<file path="config.mk">
export PLATFORM = sky130hd
export DESIGN_NAME = message_segmenter_with_header_unit
export DESIGN_NICKNAME = d
export VERILOG_FILES = /design/src/design/msu_pkg.sv /design/src/design/message_segmenter_with_header_unit.sv
export SDC_FILE = /design/constraint.sdc
export NUM_CORES = 1
export LEC_CHECK = 0
export ABC_CLOCK_PERIOD_IN_PS = 3700
export BUFFER_PORTS_ARGS = -buffer_cell sky130_fd_sc_hd__clkbuf_2
export CORE_ASPECT_RATIO = 1.1
export CORE_MARGIN = 3
export CORE_UTILIZATION = 54
export DETAILED_ROUTE_END_ITERATION = 12
export PLACE_DENSITY_LB_ADDON = 0.05
export SYNTH_ARGS = -nofsm -noshare
export SYNTH_HDL_FRONTEND = slang
export SYNTH_SLANG_ARGS = --single-unit
</file>
<file path="constraint.sdc">
create_clock -name clk -period 3.7 [get_ports clk]
set_input_delay 0.185 -clock clk [delete_from_list [all_inputs] [get_ports clk]]
set_output_delay 0.185 -clock clk [all_outputs]
set_load 0.1 [all_outputs]
</file>
<file path="src/design/msu_pkg.sv">
package msu_pkg;

  localparam int unsigned LEN_W  = 16;
  localparam int unsigned BYTE_W = 8;

  // Flag bits of the first header byte.
  localparam logic [BYTE_W-1:0] FLAG_FIRST = 8'h01;
  localparam logic [BYTE_W-1:0] FLAG_LAST  = 8'h02;
  localparam logic [BYTE_W-1:0] HDR_BYTES  = 8'd2;

  localparam logic [BYTE_W-1:0] PKT_SIZE_RESET = 8'd20;

  // Request types.
  localparam logic REQ_START = 1'b0;
  localparam logic REQ_DATA  = 1'b1;

  // Status codes.
  localparam logic [1:0] STAT_OK       = 2'd0;
  localparam logic [1:0] STAT_TOO_SMALL = 2'd1;
  localparam logic [1:0] STAT_OVERRUN  = 2'd2;

  // Configuration register indexes.
  localparam logic CFG_MSG_LEN  = 1'b0;
  localparam logic CFG_PKT_SIZE = 1'b1;

  // Result queue.
  localparam int unsigned MAX_RES = 3;
  localparam int unsigned Q_DEPTH = 4;
  localparam int unsigned Q_AW    = $clog2(Q_DEPTH);
  localparam int unsigned Q_CW    = $clog2(Q_DEPTH + 1);

  typedef struct packed {
    logic [BYTE_W-1:0] out_byte;
    logic              is_header;
    logic              packet_end;
    logic [1:0]        status;
    logic              run_last;
  } result_t;

endpackage

</file>
<file path="src/design/message_segmenter_with_header_unit.sv">
// Message segmenter with a two-byte packet header. A start transfer (req_type 0) loads
// message_length and restarts the sequence number; payload transfers (req_type 1) carry one
// byte each, and the block cuts them into packets of at most packet_size bytes, each opened
// by a flags byte (bit0 first packet, bit1 last packet) and an 8-bit wrapping sequence byte.
// Every input transfer produces zero to three result transfers. Results wait in a four-entry
// queue and leave it on the output channel one per cycle while out_stall is low. The input
// is taken whenever at most one result is queued, so a stream of mid-packet payload bytes
// runs at one byte per cycle when the output does not stall, while the first byte of a
// packet (header plus payload, three results) holds the input while more than one result
// is queued. An empty message gives a header-only packet; packet_size of 2 or less gives a
// single status 1 result, and a byte beyond the message length gives a single status 2
// result. Configuration must be written only while idle; the block does not enforce this.
module message_segmenter_with_header_unit (
  input  logic                         clk,
  input  logic                         rst_n,
  input  logic                         cfg_wr_en,
  input  logic                         cfg_index,
  input  logic [msu_pkg::LEN_W-1:0]    cfg_wdata,
  input  logic                         in_valid,
  output logic                         in_stall,
  input  logic                         in_req_type,
  input  logic [msu_pkg::BYTE_W-1:0]   in_data_byte,
  output logic                         out_valid,
  input  logic                         out_stall,
  output logic [msu_pkg::BYTE_W-1:0]   out_byte,
  output logic                         out_is_header,
  output logic                         out_packet_end,
  output logic [1:0]                   out_status,
  output logic                         out_run_last
);
  import msu_pkg::*;

  // Configuration registers.
  logic [LEN_W-1:0]  msg_len_r;
  logic [BYTE_W-1:0] pkt_size_r;

  // Segmenter state.
  logic [LEN_W-1:0]  remaining_r, remaining_nxt;
  logic [BYTE_W-1:0] seq_r, seq_nxt;
  logic              first_r, first_nxt;
  logic [BYTE_W-1:0] fill_r, fill_nxt;

  // Result queue.
  result_t           q_r [Q_DEPTH];
  logic [Q_AW-1:0]   wr_ptr_r, rd_ptr_r;
  logic [Q_CW-1:0]   count_r;

  result_t           res [MAX_RES];
  logic [1:0]        n_res;

  logic              in_xfer, out_xfer;
  logic              size_ok, is_last, pkt_end;
  logic [BYTE_W-1:0] cap;
  logic [BYTE_W:0]   fill_inc;
  logic [BYTE_W-1:0] flags;

  // Up to three results may be written in one cycle, so the queue must hold at most one
  // entry before an input transfer is taken.
  assign in_stall = (count_r > Q_CW'(1));
  assign in_xfer  = in_valid && !in_stall;
  assign out_valid = (count_r != '0);
  assign out_xfer  = out_valid && !out_stall;

  assign out_byte       = q_r[rd_ptr_r].out_byte;
  assign out_is_header  = q_r[rd_ptr_r].is_header;
  assign out_packet_end = q_r[rd_ptr_r].packet_end;
  assign out_status     = q_r[rd_ptr_r].status;
  assign out_run_last   = q_r[rd_ptr_r].run_last;

  assign size_ok  = (pkt_size_r > HDR_BYTES);
  assign cap      = pkt_size_r - HDR_BYTES;
  assign fill_inc = {1'b0, fill_r} + 9'd1;
  // The packet closes when it reaches the current capacity or the message runs out.
  assign pkt_end  = (fill_inc >= {1'b0, cap}) || (remaining_r == LEN_W'(1));
  assign is_last  = (remaining_r <= {8'd0, cap});
  assign flags    = (first_r ? FLAG_FIRST : 8'd0) | (is_last ? FLAG_LAST : 8'd0);

  // One pass of the segmenter for the item at the input.
  always_comb begin
    remaining_nxt = remaining_r;
    seq_nxt       = seq_r;
    first_nxt     = first_r;
    fill_nxt      = fill_r;
    n_res         = 2'd0;
    for (int k = 0; k < MAX_RES; k++) begin
      res[k] = '0;
    end
    if (in_req_type == REQ_START) begin
      seq_nxt       = '0;
      first_nxt     = 1'b1;
      remaining_nxt = msg_len_r;
      fill_nxt      = '0;
      if (!size_ok) begin
        res[0].status   = STAT_TOO_SMALL;
        res[0].run_last = 1'b1;
        n_res           = 2'd1;
      end else if (msg_len_r == '0) begin
        // Empty message: a packet made only of its header.
        res[0].out_byte   = FLAG_FIRST | FLAG_LAST;
        res[0].is_header  = 1'b1;
        res[1].out_byte   = '0;
        res[1].is_header  = 1'b1;
        res[1].packet_end = 1'b1;
        res[1].run_last   = 1'b1;
        n_res             = 2'd2;
        seq_nxt           = 8'd1;
        first_nxt         = 1'b0;
      end
    end else begin
      if (!size_ok) begin
        res[0].status   = STAT_TOO_SMALL;
        res[0].run_last = 1'b1;
        n_res           = 2'd1;
      end else if (remaining_r == '0) begin
        res[0].status   = STAT_OVERRUN;
        res[0].run_last = 1'b1;
        n_res           = 2'd1;
      end else if (fill_r == '0) begin
        // First byte of a packet carries the header in front of it.
        res[0].out_byte   = flags;
        res[0].is_header  = 1'b1;
        res[1].out_byte   = seq_r;
        res[1].is_header  = 1'b1;
        res[2].out_byte   = in_data_byte;
        res[2].packet_end = pkt_end;
        res[2].run_last   = 1'b1;
        n_res             = 2'd3;
        seq_nxt           = seq_r + 8'd1;
        first_nxt         = 1'b0;
        remaining_nxt     = remaining_r - LEN_W'(1);
        fill_nxt          = pkt_end ? '0 : fill_inc[BYTE_W-1:0];
      end else begin
        res[0].out_byte   = in_data_byte;
        res[0].packet_end = pkt_end;
        res[0].run_last   = 1'b1;
        n_res             = 2'd1;
        remaining_nxt     = remaining_r - LEN_W'(1);
        fill_nxt          = pkt_end ? '0 : fill_inc[BYTE_W-1:0];
      end
    end
  end

  // Configuration writes.
  always_ff @(posedge clk) begin
    if (!rst_n) begin
      msg_len_r  <= '0;
      pkt_size_r <= PKT_SIZE_RESET;
    end else if (cfg_wr_en) begin
      unique case (cfg_index)
        CFG_MSG_LEN:  msg_len_r  <= cfg_wdata;
        CFG_PKT_SIZE: pkt_size_r <= cfg_wdata[BYTE_W-1:0];
        default:      ;
      endcase
    end
  end

  // Segmenter state advances on each input transfer.
  always_ff @(posedge clk) begin
    if (!rst_n) begin
      remaining_r <= '0;
      seq_r       <= '0;
      first_r     <= 1'b1;
      fill_r      <= '0;
    end else if (in_xfer) begin
      remaining_r <= remaining_nxt;
      seq_r       <= seq_nxt;
      first_r     <= first_nxt;
      fill_r      <= fill_nxt;
    end
  end

  // Queue control.
  always_ff @(posedge clk) begin
    if (!rst_n) begin
      wr_ptr_r <= '0;
      rd_ptr_r <= '0;
      count_r  <= '0;
    end else begin
      if (in_xfer) begin
        wr_ptr_r <= wr_ptr_r + Q_AW'(n_res);
      end
      if (out_xfer) begin
        rd_ptr_r <= rd_ptr_r + Q_AW'(1);
      end
      count_r <= count_r + (in_xfer ? Q_CW'(n_res) : Q_CW'(0))
                         - (out_xfer ? Q_CW'(1) : Q_CW'(0));
    end
  end

  // Queue payload needs no reset.
  always_ff @(posedge clk) begin
    if (in_xfer) begin
      for (int k = 0; k < MAX_RES; k++) begin
        if (2'(k) < n_res) begin
          q_r[wr_ptr_r + Q_AW'(k)] <= res[k];
        end
      end
    end
  end

endmodule

</file>
# Yosys cells after proc, flatten, opt, wreduce, memory -nomap -nowiden
# Memories as Yosys holds them, arrays and structs flattened. A register that Yosys moved wholly into a read port is not among the register bits.
# Cells that the tools add are included.
op_classes:
  reduce_logical: 13
  mux: 75
  add_sub_neg: 10
  n_mul: 0
  shifts: 0
  eq_ne: 4
  bitwise: 2
  div_mod_pow: 0
  magnitude_cmp: 7
op_table:
  columns: ["operator", "count"]
  rows:
  - ["8-bit two-way mux", 13]
  - ["16-bit two-way mux", 3]
  - ["9-bit two-way mux", 4]
  - ["1-bit two-way mux", 35]
  - ["16-bit logical NOT", 2]
  - ["2-bit two-way mux", 14]
  - ["10-bit two-way mux", 2]
  - ["16-bit by 1-bit equality test with 1-bit output (second input constant)", 1]
  - ["16-bit by 8-bit <= comparator with 1-bit output", 1]
  - ["16-bit by 1-bit subtractor with 16-bit output (second input constant)", 1]
  - ["12-bit two-way mux", 1]
  - ["8-bit by 1-bit adder with 9-bit output (second input constant)", 1]
  - ["9-bit by 8-bit >= comparator with 1-bit output", 1]
  - ["3-bit two-way mux", 3]
  - ["8-bit by 1-bit adder with 8-bit output (second input constant)", 1]
  - ["8-bit by 2-bit greater-than comparator with 1-bit output (second input constant)", 1]
  - ["8-bit logical NOT", 1]
  - ["8-bit by 2-bit subtractor with 8-bit output (second input constant)", 1]
  - ["2-bit by 1-bit adder with 2-bit output (second input constant)", 2]
  - ["1-bit by 2-bit < comparator with 1-bit output (first input constant)", 2]
  - ["2-bit by 1-bit != test with 1-bit output (second input constant)", 2]
  - ["2-bit AND reduction", 2]
  - ["4-bit AND reduction", 1]
  - ["3-bit by 2-bit adder with 3-bit output", 1]
  - ["13 further kinds", 15]
totals:
  word_cells: 121
  register_bits: 64
  mem_count: 1
  inputBits: 31
  out_inout_bits: 15
  mem_bits_rw: 52
  rom_bits: 0
  latch_bits: 0
memory_table:
  columns: ["name", "depth", "width", "read_ports", "rd_clocked_by_memory_dff", "write_ports", "line", "rtl"]
  rows:
  - ["q_r", 4, 13, 1, 1, 3, "message_segmenter_with_header_unit.sv:44", "result_t q_r [Q_DEPTH];"]

# Longest topological paths before layout
# Gate-level depths: netlist of the first run.
depth:
  ltp_word: 9
  ltp_mapped: 13
  ltp_nobuf: 12

# Least setup slack after synthesis of the first run
# No wires, ideal clock.
synth_timing:
  kind: "register to register"
  from: "reg remaining_r[0]"
  to: "reg count_r[2]"
  slack_ps: 666
  synth_period_minus_slack_ps: 3034
  required_ps: 3585
  setup_time_ps: 115
  n_path_buf: 0
  path_stages_with_launch: 13
  arrival_time_ps: 2919
  path_cell_list: "dfxtp_1 -> inv_1 -> ha_1 -> or3b_2 -> nor4_4 -> or4_4 -> a21oi_4 -> inv_6 -> ha_1 -> fa_1 -> xor2_1 -> xnor2_1 -> and2_1"
synth_via:
  elab_chain_len: 7
synth_lines:
  columns: ["item", "line", "rtl"]
  rows:
  - ["start, declared", "message_segmenter_with_header_unit.sv:38", "logic [LEN_W-1:0] remaining_r, remaining_nxt;"]
  - ["start signal, assigned", "message_segmenter_with_header_unit.sv:165", "remaining_r <= remaining_nxt;"]
  - ["16-bit logical NOT", "message_segmenter_with_header_unit.sv:114", "end else if (remaining_r == '0) begin"]
  - ["2-bit two-way mux", "message_segmenter_with_header_unit.sv:114", null]
  - ["2-bit two-way mux", "message_segmenter_with_header_unit.sv:110", "if (!size_ok) begin"]
  - ["2-bit two-way mux", "message_segmenter_with_header_unit.sv:88", "if (in_req_type == REQ_START) begin"]
  - ["2-bit two-way mux", "message_segmenter_with_header_unit.sv:185", "count_r <= count_r + (in_xfer ? Q_CW'(n_res) : Q_CW'(0))"]
  - ["3-bit by 2-bit adder with 3-bit output", "message_segmenter_with_header_unit.sv:185", null]
  - ["3-bit by 1-bit subtractor with 3-bit output", "message_segmenter_with_header_unit.sv:186", "- (out_xfer ? Q_CW'(1) : Q_CW'(0));"]
  - ["end signal, assigned", "message_segmenter_with_header_unit.sv:185", null]
  - ["end, declared", "message_segmenter_with_header_unit.sv:46", "logic [Q_CW-1:0] count_r;"]
# Every way passes these cells.
# A chain may end at the register's enable or synchronous reset.

# Worst setup path in the final report of the first run
# Ends and elaborated chain as after synthesis.

==> results by group, run 1 <==
Drt
  • DRC violations left: 0
  • Post-Route WL: between 15000 and 20000 µm
  • Wire per inst: 19.8 µm
  • DR vias: about 5800
  • DRT antenna net count: 0
  • Iteration-0 DRC count of the detailed router: between 400 and 500
  • DR pass1 iterations: 5
  • Vias/cell: 6.36

Global route
  • Antenna violations before repair: 0
  • First-pass GRT wire length: about 29000 µm
  • Total grt overflow: 0
  • Vias in the first global route: approximately 5800
  • GRT Overall Usage: 0.272
  • Largest net degree at the start of global routing: just over 60

Finish
  • Design area: about 7600 µm²
  • # fillers: roughly 1000
  • Share of cells above drive strength 1: 0.167
  • Synth-to-layout area growth: 14.9%
  • Nets: between 800 and 900
  • Ant. Diodes: 0

Yosys
  • Share of the synthesized area in the top cell type: 0.236
  • Largest family of logic cells by synthesized area: simple AND/OR/NAND/NOR gates
  • Post-synthesis xor/xnor area fraction: 0.0299
  • Register area share after synthesis: 0.417
  • Post-synthesis cell type count: 69
  • Top cells by area, synth: dfxtp_1, edfxtp_1, nand2_1
  • Post-synth EDFFs: 40
  • Commonest cells post-synth: nand2_1, dfxtp_1, nor2_1
  • FFs w/ async S/R, synth: 0
  • Flops & latches, synth: between 100 and 150
  • Avg Inst Size Synth: between 9 and 10 µm²
  • Area leader, netlist: dfxtp_1
  • Synth Area in Adders: 0.0446
  • Mapped Area: 6620 µm²
  • Most common cell in the synthesized netlist: nand2_1
  • Top_reg_cell synth: dfxtp_1
  • Synth Area in Simple Gates: 0.222
  • Yosys warnings: 0
  • Compound-Gate Fraction of Synth Area: 0.200
  • Multiplexer share of the synthesized area: 0.0503
  • Mapped Cells: between 700 and 800
  • Syn Nets: approximately 770

Timing
  • Setup_tns: 0 ns
  • Setup Viol. Count Final: 0
  • Hold Vio Cnt, Final: 0
  • FMAX: just over 300 MHz
  • Period utilization: 0.887
  • Max_slew headroom: 0.326
  • RSZ-0062 raised after global routing: no
  • Tmin final: between 3 and 4 ns
  • Worst-margin pin slew: 1.01 ns
  • Slew Limit Fails: 0
  • Clock skew: slightly below 0.009 ns

Worst setup path
  • WS Path Type: register to register
  • CP max FO: 10
  • Setup crit start kind: register
  • Critical Path AT: around 3.6 ns
  • CP Capture Type: register
  • Required time at the worst-slack endpoint: roughly 4.0 ns

Power
  • VDD IR max: between 0.4 and 0.5 mV
  • Leakage: ~2.8 nW
  • Pwr/cell area: 743 nW/µm²

Floorplan
  • # rows: 41
  • Ports: 46
  • Die area: about 14000 µm²
  • Total core area: ~12000 µm²
  • Die X: 112 µm
  • Die height: ~120 µm
  • Initial Utilization: 0.564

Clock network
  • Postcts setup bufs: 0
  • CTS resizes: 0
  • Clk pin slew, worst setup/hold paths: roughly 0.060 ns
  • Clock Tree Root: clkbuf_16
  • CTS sink cnt: about 120
  • Clk_lat worst skew: 0.42 ns
  • CTS buffer count: 17
  • CTS tree: built
  • H-Tree Depth: 4
  • Clock Tree Buf Depth: 2

Worst hold path
  • Worst hold path class: input pin to register

Run
  • MaxCap Viol Count: 0

Place
  • Post-DP Area: around 7000 µm²
  • Gpl congestion: between 0.9 and 1
  • IO buf count: 45
  • Dpl hpwl: 13100 µm

Status
  • Outcome: finished, final reports clean
-- power breakdown --
group	leakage, nW	internal, W	switching [W]
clock	0.286	0.000959	0.000663
combinational	1.48	0.000690	0.00154
sequential	1.01	0.00157	0.000227
total	2.77	0.00322	0.00243
-- area by class of cell --
| cell class | count | area [µm²] | area share |
|---|---|---|---|
| inverter | 18 | 72.6 | 0.00954 |
| clock buffer | 20 | 480 | 0.0631 |
| sequential | 118 | 2760 | 0.363 |
| tap | 150 | 188 | 0.0247 |
| multi-input combinational | 535 | 3630 | 0.476 |
| clock inverter | 12 | 105 | 0.0138 |
| timing repair buffer | 63 | 375 | 0.0493 |
-- registers in the layout (all words and copies together), names as in the netlist, named ones only --
name / cells
count_r: 3
fill_r: 8
first_r: 1
msg_len_r: 16
pkt_size_r: 8
q_r: 52
rd_ptr_r: 2
remaining_r: 16
seq_r: 8
wr_ptr_r: 2
-- worst paths after layout --
kind	start	endpoint	slack, ns	cells after the start
max	remaining_r[0]	count_r[2]	0.42	12
min	cfg_wdata[12]	msg_len_r[12]	0.01	3
max reg2reg	remaining_r[0]	count_r[2]	0.42	12
min reg2reg	q_r[0][2]	q_r[0][2]	0.48	2
-- per-stage QoR --
step | instances | hold slack (ns) | total power, W | util | worst slack (ns)
after floorplan | 711 | 0.309 | 0.00354 | - | 0.666
after CTS | 916 | 0.00465 | 0.00565 | 0.648 | 0.431
final | 916 | 0.0122 | 0.00565 | 0.648 | 0.418
after detailed placement | 878 | 0.430 | 0.00403 | 0.593 | 0.447
after global placement | 878 | 0.422 | 0.00399 | 0.593 | 0.510
after global routing | 916 | 0.0147 | 0.00593 | 0.648 | 0.251
-- worst max-delay path, cell delays in order, from the launching register on --
cell,delay (ns)
dfxtp_1,0.33
inv_1,0.11
ha_1,0.23
or3b_2,0.52
nor4_4,0.37
or4_4,0.23
a21oi_4,0.09
inv_6,0.15
ha_1,0.27
fa_1,0.43
xor2_1,0.16
xnor2_1,0.12
and2_1,0.15
-- layer usage --
metal  track usage  up-vias  wire length (µm)
met2         0.491      257              9400
met4         0.146        0               753
met5             0        -                 0
met3        0.0417       57              1040
li1              -     2744                 -
met1         0.310     2768              6920
-- layout by cell type, fill, tap and decap left out, types with 7 or more instances in the layout --
| cell | instances |
|---|---|
| inv_1 | 17 |
| mux4_2 | 13 |
| nor2b_1 | 16 |
| o221a_2 | 7 |
| xor2_1 | 13 |
| buf_4 | 12 |
| or3_1 | 8 |
| nand2_1 | 102 |
| o21ai_0 | 31 |
| nor2_1 | 55 |
| a21boi_0 | 25 |
| nor3_1 | 24 |
| nand3_1 | 19 |
| clkbuf_2 | 46 |
| a31oi_1 | 9 |
| a21oi_1 | 28 |
| and2_1 | 16 |
| nor4_1 | 7 |
| ha_1 | 22 |
| a22oi_1 | 8 |
| dfxtp_1 | 78 |
| xnor2_1 | 7 |
| clkbuf_16 | 19 |
| edfxtp_1 | 40 |
| nand4_1 | 8 |
| a32o_1 | 25 |
-- repair_timing --
item | 4_1_cts | 5_1_grt
hold buffers | 6 | 0
hold endpoints to repair | 6 | 0
endpoints found under the setup margin | 0 | 0
-- cell families after synthesis --
kind of cell,Yosys count
buf+inv,58
flops,118
simple gates,290
compound gates,184
fa+ha+maj,23
mux,17
xor+xnor,21
Note: power is estimated with default switching activity, not from simulation.
==> run 2, diff against run 1 <==
--- a/config.mk
+++ b/config.mk
@@ -9,7 +9,7 @@
 export BUFFER_PORTS_ARGS = -buffer_cell sky130_fd_sc_hd__clkbuf_2
 export CORE_ASPECT_RATIO = 1.1
 export CORE_MARGIN = 3
-export CORE_UTILIZATION = 54
+export CORE_UTILIZATION = 50
 export DETAILED_ROUTE_END_ITERATION = 12
 export PLACE_DENSITY_LB_ADDON = 0.05
 export SYNTH_ARGS = -nofsm -noshare
==> results by group, run 2 (synthesis gave the netlist of run 1 again) <==
Status
  • Outcome: finished, final reports clean

Timing
  • Hold Vio Cnt, Final: 0
  • Max_slew headroom: 0.276
  • Slew Limit Fails: 0
  • Setup_tns: 0 ns
  • Period utilization: 0.903
  • RSZ-0062 raised after global routing: no
  • Clock skew: 0.00750 ns
  • Hold slack: roughly 0.010 ns
  • FMAX: between 200 and 300 MHz
  • Tmin final: 3.34 ns
  • Setup Viol. Count Final: 0
  • Worst-margin pin slew: 1.08 ns

Drt
  • Post-Route WL: between 15000 and 20000 µm
  • DR pass1 iterations: 5
  • Wire per inst: just under 20 µm
  • DR vias: between 5000 and 6000
  • Iteration-0 DRC count of the detailed router: 400
  • DRT antenna net count: 0
  • Vias/cell: around 6.1
  • DRC violations left: 0

Place
  • Gpl congestion: around 0.95
  • IO buf count: 45
  • Post-DP Area: approximately 7000 µm²
  • Dpl hpwl: approximately 13000 µm

Finish
  • Nets: between 800 and 900
  • Largest regs: q_r x52, msg_len_r x16, remaining_r x16
  • Commonest non-fill, non-tap cell in the layout: nand2_1
  • Ant. Diodes: 0
  • Largest Register: q_r
  • Finished Core Util: 0.595
  • Design area: about 7600 µm²
  • Share of cells above drive strength 1: 0.160
  • Commonest non-fill, non-tap cells in the layout: nand2_1, dfxtp_1, nor2_1, clkbuf_2, edfxtp_1
  • Synth-to-layout area growth: 15.1%
  • Max FFs per register: 52

Global route
  • GRT Overall Usage: 0.259
  • Vias in the first global route: 5638
  • Antenna violations before repair: 0
  • First-pass GRT wire length: 29400 µm
  • Largest net degree at the start of global routing: 61
  • Total grt overflow: 0

Floorplan
  • Die area: between 10000 and 15000 µm²
  • Ports: between 40 and 50
  • Die height: between 100 and 150 µm
  • # rows: 43
  • Total core area: 12800 µm²
  • Die X: approximately 120 µm
  • Initial Utilization: 0.517

Worst setup path
  • CP Capture Type: register
  • Most used cell, CP: ha_1
  • RR Startpoint: remaining_r[0]
  • Family with the most delay on the worst path: simple AND/OR/NAND/NOR gates
  • Critical Path, Cell by Cell: inv_1, ha_1, or3b_2, nor4_4, or4_4, a21oi_4, inv_6, ha_1, fa_1, xor2_1, xnor2_1, and2_1
  • Buffers & Inverters on Critical Path: 2
  • Worst Setup SP: remaining_r[0]
  • Setup crit start kind: register
  • Crit-path max cell delay: 0.52 ns
  • Required time at the worst-slack endpoint: 4.01 ns
  • CP max FO: 10
  • Critical Path AT: 3.66 ns
  • Slowest stage cell, crit path: or3b_2
  • WS Path Type: register to register

Clock network
  • Clock Tree Buf Depth: 2
  • H-Tree Depth: 4
  • CTS sink cnt: around 120
  • Clk_lat worst skew: 0.43 ns
  • Clk pin slew, worst setup/hold paths: approximately 0.060 ns
  • CTS buffer count: 17
  • Clock Tree Root: clkbuf_16
  • Postcts setup bufs: 0
  • CTS tree: built

Power
  • Leakage: ~2.8 nW
  • Pwr/cell area: approximately 740 nW/µm²
  • VDD IR max: about 0.36 mV
  • Total power: around 0.0056 W

Worst hold path
  • HP Start: cfg_wdata[15]
  • Worst hold path class: input pin to register

Run
  • MaxCap Viol Count: 0
run 2: cell types whose count changed in the layout (fill, tap and decap cells not counted):
cell,change
inv_4,-1
buf_4,-4
clkinv_4,-2
buf_12,+1
inv_6,-4
clkbuf_2,-1
bufinv_16,+1
inv_8,-2
clkinvlp_4,-1
clkinv_2,+5
clkbuf_1,+2
clkbuf_8,+2
dlygate4sd3_1,+2
run 2: worst paths after layout:
| path | end | slack (ns) | cells after the start |
|---|---|---|---|
| min reg2reg | q_r[2][2] | 0.48 | 2 |
| min | msg_len_r[15] | 0.01 | 3 |
| max | count_r[2] | 0.36 | 12 |
| max reg2reg | count_r[2] | 0.36 | 12 |
run 2: worst register-to-register path: stages, from the launching register on:
cell and delay [ns]:
dfxtp_1 0.34, inv_1 0.12, ha_1 0.24, or3b_2 0.52
nor4_4 0.39, or4_4 0.23, a21oi_4 0.09, inv_6 0.16
ha_1 0.27, fa_1 0.44, xor2_1 0.16, xnor2_1 0.12
and2_1 0.15
run 2: repair_timing:
item                       CTS  global route
setup endpoints to repair    0             0
hold endpoints to repair     8             0
gates resized for setup      0             0
hold buffers                 8             0
run 2: metal layers:
metal / wire length (µm) / up-vias / global-route usage / share of wire
li1: - / 2745 / - / -
met1: 7180 / 2715 / 0.305 / 0.40
met2: 9400 / 161 / 0.465 / 0.53
met3: 860 / 33 / 0.0520 / 0.048
met4: 377 / 0 / 0.0922 / 0.021
met5: 0 / - / 0 / 0
run 2: final cells by class:
class	instances	area (µm²)
clock buffers	23	510
flip-flops and latches	118	2760
multi-input cells	535	3630
fillers	1153	5180
well taps	157	196
inverters	18	72.6
repair buffers	62	385
clock inverters	8	71.3
run 2: where the power goes:
part | total [W] | switching [W] | internal [W]
sequential | 0.00180 | 0.000229 | 0.00157
clock | 0.00161 | 0.000584 | 0.00103
combinational | 0.00223 | 0.00153 | 0.000697
total | 0.00564 | 0.00234 | 0.00330
run 2: stage by stage:
step,worst slack [ns],instances
finish,0.359,921
global route,0.198,921
CTS,0.365,921
detailed placement,0.385,882
global placement,0.474,882
floorplan,0.666,711
==> run 3, diff against run 2 <==
--- a/config.mk
+++ b/config.mk
@@ -5,7 +5,7 @@
 export SDC_FILE = /design/constraint.sdc
 export NUM_CORES = 1
 export LEC_CHECK = 0
-export ABC_CLOCK_PERIOD_IN_PS = 3700
+export ABC_CLOCK_PERIOD_IN_PS = 3500
 export BUFFER_PORTS_ARGS = -buffer_cell sky130_fd_sc_hd__clkbuf_2
 export CORE_ASPECT_RATIO = 1.1
 export CORE_MARGIN = 3
==> constraint.sdc (replaced) <==
create_clock -name clk -period 3.5 [get_ports clk]
set_input_delay 0.175 -clock clk [delete_from_list [all_inputs] [get_ports clk]]
set_output_delay 0.175 -clock clk [all_outputs]
set_load 0.1 [all_outputs]
==> results by group, run 3 (synthesis gave the netlist of run 1 again) <==
Timing
  • Setup_tns: 0 ns
  • Clock skew: about 0.0088 ns
  • Hold slack: around 0.017 ns
  • Period utilization: 0.943
  • FMAX: between 300 and 400 MHz
  • Worst-margin pin slew: about 1.1 ns
  • Setup Viol. Count Final: 0
  • Tmin final: about 3.3 ns
  • Hold Vio Cnt, Final: 0
  • RSZ-0062 raised after global routing: no
  • Slew Limit Fails: 0
  • Final WS setup: ~0.2 ns
  • Max_slew headroom: 0.297

Worst setup path
  • Critical Path AT: 3.61 ns
  • WS Path Type: register to register
  • R2R depth: 12
  • Worst Setup SP: remaining_r[0]
  • RR Startpoint: remaining_r[0]
  • CP Capture Type: register
  • Setup crit start kind: register
  • Required time at the worst-slack endpoint: between 3 and 4 ns
  • CP max FO: 10

Drt
  • DR pass1 iterations: 8
  • DRC violations left: 0
  • Vias/cell: roughly 6.0
  • Iteration-0 DRC count of the detailed router: between 400 and 500
  • Wire per inst: a little under 20 µm
  • DRT antenna net count: 0
  • DR vias: 5619
  • Post-Route WL: roughly 18000 µm

Worst hold path
  • HP Start: cfg_wdata[12]
  • WHS Path Cells: 3
  • Worst hold path class: input pin to register

Place
  • Place WS: 0.195 ns
  • Dpl hpwl: 13200 µm
  • Gpl congestion: around 0.9
  • IO buf count: 45
  • Post-DP Area: between 7000 and 8000 µm²

Finish
  • Largest Register: q_r
  • Max FFs per register: 52
  • Design area: roughly 7600 µm²
  • Largest regs: q_r x52, msg_len_r x16, remaining_r x16
  • Share of cells above drive strength 1: 0.170
  • Finished Core Util: 0.596
  • Commonest non-fill, non-tap cells in the layout: nand2_1, dfxtp_1, nor2_1, clkbuf_2, edfxtp_1
  • Commonest non-fill, non-tap cell in the layout: nand2_1
  • Synth-to-layout area growth: 15.3%
  • Ant. Diodes: 0
  • Nets: just over 800

Clock network
  • CTS sink cnt: 118
  • Clock Tree Root: clkbuf_16
  • CTS resizes: 0
  • H-Tree Depth: 4
  • CTS tree: built
  • Clk_lat worst skew: about 0.42 ns
  • Clock Tree Buf Depth: 2
  • Clk pin slew, worst setup/hold paths: 0.05 ns
  • CTS buffer count: 17

Floorplan
  • Total core area: roughly 13000 µm²
  • Die X: 116 µm
  • Ports: 46
  • Initial Utilization: 0.517
  • Die height: between 100 and 150 µm
  • Die area: 14700 µm²
  • # rows: between 40 and 50

Global route
  • Largest net degree at the start of global routing: a little over 60
  • GRT Overall Usage: 0.253
  • Antenna violations before repair: 0
  • First-pass GRT wire length: around 29000 µm
  • Total grt overflow: 0
  • Vias in the first global route: around 5600

Run
  • MaxCap Viol Count: 0

Power
  • Pwr/cell area: between 700 and 800 nW/µm²
  • Leakage: between 2 and 3 nW
  • VDD IR max: about 0.36 mV

Status
  • Outcome: finished, final reports clean
run 3: changes by cell type in the layout (fill, tap and decap cells not counted), sizes merged:
cell	previous run	this run
dlygate4sd3	8	6
clkbuf	68	71
buf	9	18
clkinv	6	3
clkinvlp	1	2
inv	18	19
bufinv	1	0
run 3: through the flow:
stage | total power (W) | std cells
final | 0.00587 | 929
after global routing | 0.00619 | 929
after CTS | 0.00588 | 927
after detailed placement | 0.00426 | 889
after global placement | 0.00423 | 889
after floorplan | 0.00374 | 711
run 3: layout make-up:
class / instances / area, µm²
Timing Repair Buffer: 69 / 420
Fill cell: 1132 / 5170
Inverter: 18 / 72.6
Clock buffer: 26 / 519
Clock inverter: 6 / 40.0
Multi-Input combinational cell: 535 / 3630
Tap cell: 157 / 196
Sequential cell: 118 / 2760
run 3: routing by layer:
layer	track usage	up-vias	routed length (µm)
met2	0.464	154	9520
met4	0.0805	0	375
li1	-	2758	-
met1	0.295	2676	7240
met3	0.0444	31	780
met5	0	-	0
run 3: worst paths after layout:
path	endpoint	slack [ns]
hold / removal	msg_len_r[12]	0.02
setup reg to reg	count_r[2]	0.20
setup / recovery	count_r[2]	0.20
hold reg to reg	q_r[2][2]	0.48
run 3: worst max-delay path, cell delays in order, from the launching register on:
cell and delay [ns]:
dfxtp_1 0.33, inv_1 0.12, ha_1 0.23, or3b_2 0.52
nor4_4 0.39, or4_4 0.23, a21oi_4 0.09, inv_6 0.15
ha_1 0.26, fa_1 0.43, xor2_1 0.16, xnor2_1 0.12
and2_1 0.15
run 3: what timing repair did:
action                     4_1_cts  5_1_grt
hold buffers                     6        0
buffers inserted                 0        2
hold endpoints to repair         6        0
setup endpoints to repair        0        1
run 3: power by group:
group | total, W | switching, W | internal [W]
combinational | 0.00237 | 0.00161 | 0.000752
clock | 0.00161 | 0.000592 | 0.00101
sequential | 0.00190 | 0.000237 | 0.00166
